File: config.mk
export PLATFORM = sky130hd
export DESIGN_NAME = roi_color_average_top_flat
export DESIGN_NICKNAME = d
export VERILOG_FILES = /design/src/rtl/rca_pkg.sv /design/src/rtl/rca_pixel_if.sv /design/src/rtl/rca_mean_if.sv /design/src/rtl/rca_cfg_if.sv /design/src/rtl/rca_lane.sv /design/src/rtl/rca_ctrl.sv /design/src/rtl/rca_merge.sv /design/src/rtl/roi_color_average_top.sv /design/src/flat_wrapper.sv
export SDC_FILE = /design/constraint.sdc
export NUM_CORES = 2
export LEC_CHECK = 0
export BUFFER_PORTS_ARGS = -buffer_cell sky130_fd_sc_hd__buf_2
export CORE_UTILIZATION = 40
export CTS_BUF_LIST = sky130_fd_sc_hd__clkbuf_8
export DETAILED_ROUTE_END_ITERATION = 16
export GPL_TIMING_DRIVEN = 1
export PLACE_DENSITY_LB_ADDON = 0.25
export SLEW_MARGIN = 20
export SYNTH_ARGS = -nofsm -noshare
export SYNTH_HDL_FRONTEND = slang
export SYNTH_SLANG_ARGS = --single-unit
export TNS_END_PERCENT = 1
File: constraint.sdc
create_clock -name clk -period 10.1 [get_ports clk]
set_input_delay 1.01 -clock clk [delete_from_list [all_inputs] [get_ports clk]]
set_output_delay 1.01 -clock clk [all_outputs]
set_load 0.05 [all_outputs]
File: src/rtl/rca_pkg.sv
package rca_pkg;

	// Frame geometry limits
	localparam int MAX_WIDTH   = 4096;
	localparam int MAX_HEIGHT  = 4096;
	localparam int SAMPLE_BITS = 16;

	// Field and register widths
	localparam int PIX_W    = 16;
	localparam int WIDE_W   = 13;
	localparam int NARROW_W = 12;
	localparam int COL_W    = $clog2(MAX_WIDTH);
	localparam int ROW_W    = $clog2(MAX_HEIGHT) + 1;
	localparam int IDX_W    = 3;

	// Arithmetic widths
	localparam int SUM_W   = 40;
	localparam int FRAC_W  = 8;
	localparam int QUO_W   = SUM_W + FRAC_W;
	localparam int AREA_W  = 2 * WIDE_W;
	localparam int MEAN_W  = 24;
	localparam int STEP_W  = $clog2(QUO_W);
	localparam int LANES   = 3;

	// Register indexes
	localparam logic [IDX_W-1:0] REG_IMAGE_WIDTH = 3'd0;
	localparam logic [IDX_W-1:0] REG_RECT_LEFT   = 3'd1;
	localparam logic [IDX_W-1:0] REG_RECT_TOP    = 3'd2;
	localparam logic [IDX_W-1:0] REG_RECT_RIGHT  = 3'd3;
	localparam logic [IDX_W-1:0] REG_RECT_BOTTOM = 3'd4;

	// Lane indexes
	localparam int LANE_RED   = 0;
	localparam int LANE_GREEN = 1;
	localparam int LANE_BLUE  = 2;

	// Controls fanned out to every lane
	typedef struct packed {
		logic add;
		logic start;
		logic step;
	} lane_ctl_t;

	// Controls to the merge stage
	typedef struct packed {
		logic load;
		logic zero;
	} merge_ctl_t;

	typedef logic [LANES-1:0][PIX_W-1:0] lane_samples_t;
	typedef logic [LANES-1:0][QUO_W-1:0] lane_quos_t;

endpackage

File: src/rtl/rca_pixel_if.sv
interface rca_pixel_if;
	logic                     valid;
	logic                     ready;
	logic [rca_pkg::PIX_W-1:0] red;
	logic [rca_pkg::PIX_W-1:0] green;
	logic [rca_pkg::PIX_W-1:0] blue;
	logic                     frame_end;

	modport source (output valid, red, green, blue, frame_end, input ready);
	modport sink   (input valid, red, green, blue, frame_end, output ready);
endinterface

File: src/rtl/rca_mean_if.sv
interface rca_mean_if;
	logic                      valid;
	logic                      ready;
	logic [rca_pkg::MEAN_W-1:0] mean_red;
	logic [rca_pkg::MEAN_W-1:0] mean_green;
	logic [rca_pkg::MEAN_W-1:0] mean_blue;

	modport source (output valid, mean_red, mean_green, mean_blue, input ready);
	modport sink   (input valid, mean_red, mean_green, mean_blue, output ready);
endinterface

File: src/rtl/rca_cfg_if.sv
interface rca_cfg_if;
	logic                      valid;
	logic                      ready;
	logic [rca_pkg::IDX_W-1:0]  index;
	logic [rca_pkg::WIDE_W-1:0] data;

	modport source (output valid, index, data, input ready);
	modport sink   (input valid, index, data, output ready);
endinterface

File: src/rtl/rca_lane.sv
// One color channel: running sum plus a restoring divider, one quotient bit per step
module rca_lane (
	input  logic                       clk,
	input  logic                       arst_n,
	input  rca_pkg::lane_ctl_t         ctl,
	input  logic [rca_pkg::PIX_W-1:0]  sample,
	input  logic [rca_pkg::AREA_W-1:0] area,
	output logic [rca_pkg::QUO_W-1:0]  quo
);

	logic [rca_pkg::SUM_W-1:0]  sum_q;
	logic [rca_pkg::SUM_W-1:0]  sum_nx;
	logic [rca_pkg::AREA_W-1:0] rem_q;
	logic [rca_pkg::QUO_W-1:0]  quo_q;
	logic [rca_pkg::AREA_W:0]   trial;
	logic [rca_pkg::AREA_W:0]   diff;
	logic                       fits;

	// Sum including the current pixel when it lies inside
	always_comb begin
		sum_nx = sum_q;
		if (ctl.add) begin
			sum_nx = sum_q + rca_pkg::SUM_W'(sample[rca_pkg::SAMPLE_BITS-1:0]);
		end
	end

	always_ff @(posedge clk or negedge arst_n) begin
		if (!arst_n) begin
			sum_q <= '0;
		end else if (ctl.start) begin
			sum_q <= '0;
		end else if (ctl.add) begin
			sum_q <= sum_nx;
		end
	end

	// Divider trial subtract; dividend shifts out of quo_q as quotient shifts in
	assign trial = {rem_q, quo_q[rca_pkg::QUO_W-1]};
	assign diff  = trial - {1'b0, area};
	assign fits  = trial >= {1'b0, area};

	always_ff @(posedge clk) begin
		if (ctl.start) begin
			quo_q <= {sum_nx, rca_pkg::FRAC_W'(0)};
			rem_q <= '0;
		end else if (ctl.step) begin
			rem_q <= fits ? diff[rca_pkg::AREA_W-1:0] : trial[rca_pkg::AREA_W-1:0];
			quo_q <= {quo_q[rca_pkg::QUO_W-2:0], fits};
		end
	end

	assign quo = quo_q;

endmodule

File: src/rtl/rca_ctrl.sv
// Config registers, raster position tracking, area and divider sequencing
module rca_ctrl (
	input  logic                        clk,
	input  logic                        arst_n,
	rca_cfg_if.sink                     cfg,
	input  logic                        accept,
	input  logic                        frame_end,
	input  logic                        merge_free,
	output logic                        ready,
	output rca_pkg::lane_ctl_t          lane_ctl,
	output rca_pkg::merge_ctl_t         merge_ctl,
	output logic [rca_pkg::AREA_W-1:0]  area
);

	typedef enum logic [1:0] {
		ST_IDLE,
		ST_DIV,
		ST_FINISH
	} state_t;

	state_t                       state_q;
	logic [rca_pkg::STEP_W-1:0]   step_q;
	logic [rca_pkg::AREA_W-1:0]   area_q;
	logic                         zero_q;

	logic [rca_pkg::WIDE_W-1:0]   width_q;
	logic [rca_pkg::NARROW_W-1:0] left_q;
	logic [rca_pkg::NARROW_W-1:0] top_q;
	logic [rca_pkg::WIDE_W-1:0]   right_q;
	logic [rca_pkg::WIDE_W-1:0]   bottom_q;

	logic [rca_pkg::COL_W-1:0]    col_q;
	logic [rca_pkg::ROW_W-1:0]    row_q;

	logic [rca_pkg::WIDE_W-1:0]   width_eff;
	logic [rca_pkg::COL_W:0]      col_inc;
	logic                         row_open;
	logic                         in_rect;
	logic                         empty;
	logic [rca_pkg::WIDE_W-1:0]   dx;
	logic [rca_pkg::WIDE_W-1:0]   dy;
	logic [rca_pkg::AREA_W-1:0]   prod;

	// Config write port, always ready
	assign cfg.ready = 1'b1;

	always_ff @(posedge clk or negedge arst_n) begin
		if (!arst_n) begin
			width_q  <= rca_pkg::WIDE_W'(rca_pkg::MAX_WIDTH);
			left_q   <= '0;
			top_q    <= '0;
			right_q  <= rca_pkg::WIDE_W'(1);
			bottom_q <= rca_pkg::WIDE_W'(1);
		end else if (cfg.valid) begin
			case (cfg.index)
				rca_pkg::REG_IMAGE_WIDTH: width_q  <= cfg.data;
				rca_pkg::REG_RECT_LEFT:   left_q   <= cfg.data[rca_pkg::NARROW_W-1:0];
				rca_pkg::REG_RECT_TOP:    top_q    <= cfg.data[rca_pkg::NARROW_W-1:0];
				rca_pkg::REG_RECT_RIGHT:  right_q  <= cfg.data;
				rca_pkg::REG_RECT_BOTTOM: bottom_q <= cfg.data;
				default: ;
			endcase
		end
	end

	// Effective row length: zero acts as one, clamp to MAX_WIDTH
	always_comb begin
		width_eff = width_q;
		if (width_q == '0) begin
			width_eff = rca_pkg::WIDE_W'(1);
		end else if (width_q > rca_pkg::WIDE_W'(rca_pkg::MAX_WIDTH)) begin
			width_eff = rca_pkg::WIDE_W'(rca_pkg::MAX_WIDTH);
		end
	end

	assign col_inc  = {1'b0, col_q} + (rca_pkg::COL_W+1)'(1);
	assign row_open = row_q < rca_pkg::ROW_W'(rca_pkg::MAX_HEIGHT);
	assign in_rect  = row_open
	                  && (col_q >= left_q)
	                  && ({1'b0, col_q} < right_q)
	                  && (row_q >= {1'b0, top_q})
	                  && (row_q < bottom_q);

	// Position counters
	always_ff @(posedge clk or negedge arst_n) begin
		if (!arst_n) begin
			col_q <= '0;
			row_q <= '0;
		end else if (accept) begin
			if (frame_end) begin
				col_q <= '0;
				row_q <= '0;
			end else if (rca_pkg::WIDE_W'(col_inc) >= width_eff) begin
				col_q <= '0;
				if (row_open) begin
					row_q <= row_q + rca_pkg::ROW_W'(1);
				end
			end else begin
				col_q <= col_inc[rca_pkg::COL_W-1:0];
			end
		end
	end

	// Rectangle area, nominal and unclipped
	assign empty = (right_q <= {1'b0, left_q}) || (bottom_q <= {1'b0, top_q});
	assign dx    = right_q - {1'b0, left_q};
	assign dy    = bottom_q - {1'b0, top_q};
	assign prod  = rca_pkg::AREA_W'(dx) * rca_pkg::AREA_W'(dy);

	// Sequencer: idle takes pixels, divide runs one quotient bit per cycle
	always_ff @(posedge clk or negedge arst_n) begin
		if (!arst_n) begin
			state_q <= ST_IDLE;
			step_q  <= '0;
			area_q  <= '0;
			zero_q  <= 1'b0;
		end else begin
			case (state_q)
				ST_IDLE: begin
					if (accept && frame_end) begin
						state_q <= ST_DIV;
						step_q  <= '0;
						area_q  <= prod;
						zero_q  <= empty;
					end
				end
				ST_DIV: begin
					step_q <= step_q + rca_pkg::STEP_W'(1);
					if (step_q == rca_pkg::STEP_W'(rca_pkg::QUO_W-1)) begin
						state_q <= ST_FINISH;
					end
				end
				ST_FINISH: begin
					if (merge_free) begin
						state_q <= ST_IDLE;
					end
				end
				default: state_q <= ST_IDLE;
			endcase
		end
	end

	assign ready          = state_q == ST_IDLE;
	assign lane_ctl.add   = accept && in_rect;
	assign lane_ctl.start = accept && frame_end;
	assign lane_ctl.step  = state_q == ST_DIV;
	assign merge_ctl.load = (state_q == ST_FINISH) && merge_free;
	assign merge_ctl.zero = zero_q;
	assign area           = area_q;

endmodule

File: src/rtl/rca_merge.sv
// Collects the three lane quotients, saturates, and holds the result request
module rca_merge (
	input  logic                  clk,
	input  logic                  arst_n,
	input  rca_pkg::merge_ctl_t   ctl,
	input  rca_pkg::lane_quos_t   quos,
	output logic                  free,
	rca_mean_if.source            res
);

	logic                                         valid_q;
	logic [rca_pkg::LANES-1:0][rca_pkg::MEAN_W-1:0] mean_q;
	logic [rca_pkg::LANES-1:0][rca_pkg::MEAN_W-1:0] mean_nx;

	// Saturate to Q16.8 range; an empty rectangle gives zero
	always_comb begin
		for (int i = 0; i < rca_pkg::LANES; i++) begin
			if (ctl.zero) begin
				mean_nx[i] = '0;
			end else if (quos[i][rca_pkg::QUO_W-1:rca_pkg::MEAN_W] != '0) begin
				mean_nx[i] = '1;
			end else begin
				mean_nx[i] = quos[i][rca_pkg::MEAN_W-1:0];
			end
		end
	end

	always_ff @(posedge clk or negedge arst_n) begin
		if (!arst_n) begin
			valid_q <= 1'b0;
		end else if (ctl.load) begin
			valid_q <= 1'b1;
		end else if (res.ready) begin
			valid_q <= 1'b0;
		end
	end

	always_ff @(posedge clk) begin
		if (ctl.load) begin
			mean_q <= mean_nx;
		end
	end

	assign free           = !valid_q || res.ready;
	assign res.valid      = valid_q;
	assign res.mean_red   = mean_q[rca_pkg::LANE_RED];
	assign res.mean_green = mean_q[rca_pkg::LANE_GREEN];
	assign res.mean_blue  = mean_q[rca_pkg::LANE_BLUE];

endmodule

File: src/rtl/roi_color_average_top.sv
// Mean RGB over a rectangle of a raster-scanned frame.
// pix: pixel requests in raster order, one per cycle while ready is high;
//   frame_end marks the last pixel. Column and row are tracked internally.
// cfg: writes to index 0..4 (image_width, rect_left, rect_top, rect_right,
//   rect_bottom), always ready; user writes only between frames, unchecked.
// res: one request per frame carrying the three means, unsigned Q16.8,
//   sum * 256 / area truncated, saturated, zero for an empty rectangle.
// Throughput: one pixel per cycle inside a frame. After frame_end the three
//   lanes run a restoring divide at one quotient bit per cycle, then the
//   output register loads; pix.ready is low through the divide and the
//   load. The next frame may start while that result waits.
// Stall: if res is still held when the next frame's divide finishes,
//   pix.ready stays low until the output register frees up.
// Reset: sums and position clear, registers return to width 4096 and a
//   1x1 rectangle at the origin; no result is pending.
module roi_color_average_top (
	input  logic         clk,
	input  logic         arst_n,
	rca_pixel_if.sink    pix,
	rca_mean_if.source   res,
	rca_cfg_if.sink      cfg
);

	rca_pkg::lane_ctl_t           lane_ctl;
	rca_pkg::merge_ctl_t          merge_ctl;
	rca_pkg::lane_samples_t       samples;
	rca_pkg::lane_quos_t          quos;
	logic [rca_pkg::AREA_W-1:0]   area;
	logic                         accept;
	logic                         ready;
	logic                         merge_free;

	assign pix.ready = ready;
	assign accept    = pix.valid && ready;

	assign samples[rca_pkg::LANE_RED]   = pix.red;
	assign samples[rca_pkg::LANE_GREEN] = pix.green;
	assign samples[rca_pkg::LANE_BLUE]  = pix.blue;

	rca_ctrl u_ctrl (
		.clk        (clk),
		.arst_n     (arst_n),
		.cfg        (cfg),
		.accept     (accept),
		.frame_end  (pix.frame_end),
		.merge_free (merge_free),
		.ready      (ready),
		.lane_ctl   (lane_ctl),
		.merge_ctl  (merge_ctl),
		.area       (area)
	);

	// One lane per color channel
	for (genvar g = 0; g < rca_pkg::LANES; g++) begin : g_lane
		rca_lane u_lane (
			.clk    (clk),
			.arst_n (arst_n),
			.ctl    (lane_ctl),
			.sample (samples[g]),
			.area   (area),
			.quo    (quos[g])
		);
	end

	rca_merge u_merge (
		.clk    (clk),
		.arst_n (arst_n),
		.ctl    (merge_ctl),
		.quos   (quos),
		.free   (merge_free),
		.res    (res)
	);

endmodule

File: src/flat_wrapper.sv
// flat-port wrapper written by rule: the top's interface ports become plain ports
module roi_color_average_top_flat 
  (clk, arst_n, pix_valid, pix_red, pix_green, pix_blue, pix_frame_end, pix_ready, res_valid, res_mean_red, res_mean_green, res_mean_blue, res_ready, cfg_valid, cfg_index, cfg_data, cfg_ready);
  rca_pixel_if pix_i ();
  rca_mean_if res_i ();
  rca_cfg_if cfg_i ();
  input  logic clk;
  input  logic arst_n;
  input wire logic [$bits(pix_i.valid)-1:0] pix_valid;
  input wire logic [$bits(pix_i.red)-1:0] pix_red;
  input wire logic [$bits(pix_i.green)-1:0] pix_green;
  input wire logic [$bits(pix_i.blue)-1:0] pix_blue;
  input wire logic [$bits(pix_i.frame_end)-1:0] pix_frame_end;
  output wire logic [$bits(pix_i.ready)-1:0] pix_ready;
  output wire logic [$bits(res_i.valid)-1:0] res_valid;
  output wire logic [$bits(res_i.mean_red)-1:0] res_mean_red;
  output wire logic [$bits(res_i.mean_green)-1:0] res_mean_green;
  output wire logic [$bits(res_i.mean_blue)-1:0] res_mean_blue;
  input wire logic [$bits(res_i.ready)-1:0] res_ready;
  input wire logic [$bits(cfg_i.valid)-1:0] cfg_valid;
  input wire logic [$bits(cfg_i.index)-1:0] cfg_index;
  input wire logic [$bits(cfg_i.data)-1:0] cfg_data;
  output wire logic [$bits(cfg_i.ready)-1:0] cfg_ready;
  assign pix_i.valid = pix_valid;
  assign pix_i.red = pix_red;
  assign pix_i.green = pix_green;
  assign pix_i.blue = pix_blue;
  assign pix_i.frame_end = pix_frame_end;
  assign pix_ready = pix_i.ready;
  assign res_valid = res_i.valid;
  assign res_mean_red = res_i.mean_red;
  assign res_mean_green = res_i.mean_green;
  assign res_mean_blue = res_i.mean_blue;
  assign res_i.ready = res_ready;
  assign cfg_i.valid = cfg_valid;
  assign cfg_i.index = cfg_index;
  assign cfg_i.data = cfg_data;
  assign cfg_ready = cfg_i.ready;
  roi_color_average_top u_core (.clk(clk), .arst_n(arst_n), .pix(pix_i), .res(res_i), .cfg(cfg_i));
endmodule
==> flow_summary.ini <==
[global_route]
grt.overflow.total = 0
grt_pass1_wl_mm = 151
grt_max_degree = 167
first_global_vias = 27956
grt_antenna_before_repair = 3
grt_util_all_layers = 0.204

[sta]
fin_crit_ps = 8260
fin_ws_ps = 1840
hold_viol_final = 0
slew_headroom = 0.250
setup_tns_ps = 0
setup_viol = 0
fmax_ghz = 0.121
clock_skew_ps = 65.6
drv_slew = 0
rsz0062_at_grt = no
finalCritPeriodShare = 0.818
tightest_slew_ps = 1130

[synth]
synth_area_um2 = 36200
netlist.area_leader.share = 0.167
yosysMostFrequentCell = nand2_1
synth_seq_cells = 538
synth_edf_count = 192
synth-async-reset-ratio = 0.454
synth_area_leaders = dfrtp_1 17%, edfxtp_1 16%, ha_1 9.8%
yosys_warnings = 0
syn_avg_cell_area_um2 = 9.14
synth_nets = 4445
yosysTopAreaCell = dfrtp_1
ys_seq_area_frac = 0.384
synth_ff_type = dfrtp_1
netlist_instances = 3962
synth_commonest_cells = 490 x nand2_1, 361 x o21ai_0, 336 x nor2_1
ys_types = 82

[routing]
dr.pass1.iters = 5
viasPerCell = 5.34
wl_per_cell_um = 17.5
vias = 28411
drcViolationCount = 0
drt_iter0_drc = 1793
detail-route-antenna-nets = 0
wl_mm = 92.8

[status]
status = completed

[flow_run]
cap_viol_max_count = 0

[layout]
fill_cells = 8759
drive_gt1_frac = 0.0918
nNetsFinal = 4556
area_growth_syn_to_layout_pct = 10.5
fin_area_um2 = 40000

[place]
pre_cts_slack_ps = 1910
place_area_um2 = 38100
gp_congestion = 0.863
portBuffers = 143
dp_hpwl_mm = 65.4

[worst_setup_path]
critical-path-max-stage-delay_ps = 810
crit_slowest_cell = xor2_1
startpoint_type = flip-flop
cp.required_ps = 10710
critical_path_class = reg -> reg
path_max_fanout = 13
r2r_setup_slack_ps = 1840
arrival_ps = 8870
end_kind = flip-flop
crit_top_cell = fa_1

[cts]
insertion_delay_ps = 720
post_cts_buffers = 0
tritoncts = built
cts.root.buffer_cell = clkbuf_8
numCtsBuffers = 93
cts_resized = 0
htreeDepth = 3
clk_transition_reported_paths_ps = 80
postCtsHoldBufs = 0
clock_sinks = 538
cts_buffer_depth = 3

[min_path]
hp-class = in -> async

[floorplan]
core_area_um2 = 89100
dieArea_um2 = 91700
rows = 109
chipWidth_um = 303
die_y_um = 303
ios = 145
start_util = 0.407
==> through the flow <==
stage	cells	utilization	hold slack [ps]
floorplan	3962	-	436
global placement	5141	0.428	446
detailed placement	5141	0.428	450
CTS	5314	0.448	204
global route	5317	0.449	240
finish	5318	0.449	253
==> kinds of logic after synthesis <==
logic type | share of synthesized area
simple gates | 0.173
flops | 0.384
compound gates | 0.144
fa+ha+maj | 0.169
other cells | 0.000104
mux | 0.0231
xor+xnor | 0.0552
buf+inv | 0.0505
==> routing by layer <==
layer,track usage,vias up,part of all wire
li1,-,14002,-
met1,0.288,13738,0.48
met2,0.323,527,0.45
met3,0.0354,142,0.044
met4,0.0560,2,0.024
met5,0,-,0.000075
==> cell type report <==
type	count	area [um2]	share of cell area
inverter	315	1190	0.0297
tap	1165	1460	0.0365
clock buffer	107	1470	0.0368
antenna	2	5.00	0.000125
clock inverter	66	329	0.00823
sequential	538	13900	0.348
timing repair buffer	183	1060	0.0265
multi-input combinational	2942	20600	0.514
==> flip-flops by register name, summed over array words and instances, names as in the netlist <==
signal / flops
u_core.u_merge.res.mean_green: 24
u_core.u_ctrl.area: 26
u_core.u_merge.res.mean_red: 24
u_core.u_ctrl.col_q: 12
u_core.u_ctrl.bottom_q: 13
u_core.u_merge.res.mean_blue: 24
u_core.u_ctrl.left_q: 12
u_core.u_ctrl.zero_q: 1
u_core.g_lane.u_lane.quo: 144
u_core.u_ctrl.right_q: 13
u_core.u_ctrl.row_q: 13
u_core.u_ctrl.top_q: 12
u_core.g_lane.u_lane.sum_q: 120
u_core.u_merge.res.valid: 1
u_core.u_ctrl.state_q: 2
u_core.u_ctrl.width_q: 13
u_core.u_ctrl.step_q: 6
u_core.g_lane.u_lane.rem_q: 78
==> final timing paths <==
path                                                                  start                                            end  cells after the start
worst max-delay path                   u_core.u_ctrl.right_q[0]$_DFFE_PN1P_             u_core.u_ctrl.area[24]$_DFFE_PN0P_                     29
worst min-delay path                                                 arst_n  u_core.g_lane[2].u_lane.sum_q[12]$_DFFE_PN0P_                      1
worst max register to register         u_core.u_ctrl.right_q[0]$_DFFE_PN1P_             u_core.u_ctrl.area[24]$_DFFE_PN0P_                     29
worst min register to register  u_core.g_lane[2].u_lane.quo[0]$_SDFFE_PP0P_    u_core.g_lane[2].u_lane.quo[0]$_SDFFE_PP0P_                      2
max in group asynchronous                                            arst_n  u_core.g_lane[0].u_lane.sum_q[18]$_DFFE_PN0P_                      3
min in group clk                u_core.g_lane[2].u_lane.quo[0]$_SDFFE_PP0P_    u_core.g_lane[2].u_lane.quo[0]$_SDFFE_PP0P_                      2
==> worst max-delay path, delay by kind of cell (launching register included) <==
| family | cells | cell delay [ps] |
|---|---|---|
| AND/OR/NAND/NOR | 5 | 970 |
| XOR/XNOR | 1 | 810 |
| AO/OA/AOI/OAI | 10 | 2180 |
| flip-flops | 1 | 380 |
| buffers and inverters | 5 | 280 |
| adder cells (fa/ha/maj) | 8 | 3510 |
==> placed cells by master, fill, tap and decap left out, types with 129 or more instances in the layout <==
| master | Yosys | final |
|---|---|---|
| a21oi_1 | 210 | 210 |
| o21ai_0 | 361 | 361 |
| ha_1 | 284 | 284 |
| edfxtp_1 | 192 | 192 |
| nor2_1 | 336 | 334 |
| nand2_1 | 490 | 489 |
| dfrtp_1 | 241 | 240 |
| xnor2_1 | 131 | 129 |
| buf_2 | 4 | 142 |
| inv_1 | 315 | 348 |
| fa_1 | 129 | 129 |
Power is not shown: default switching activity piles up to over one toggle a cycle in this logic, so the estimate is an artifact.
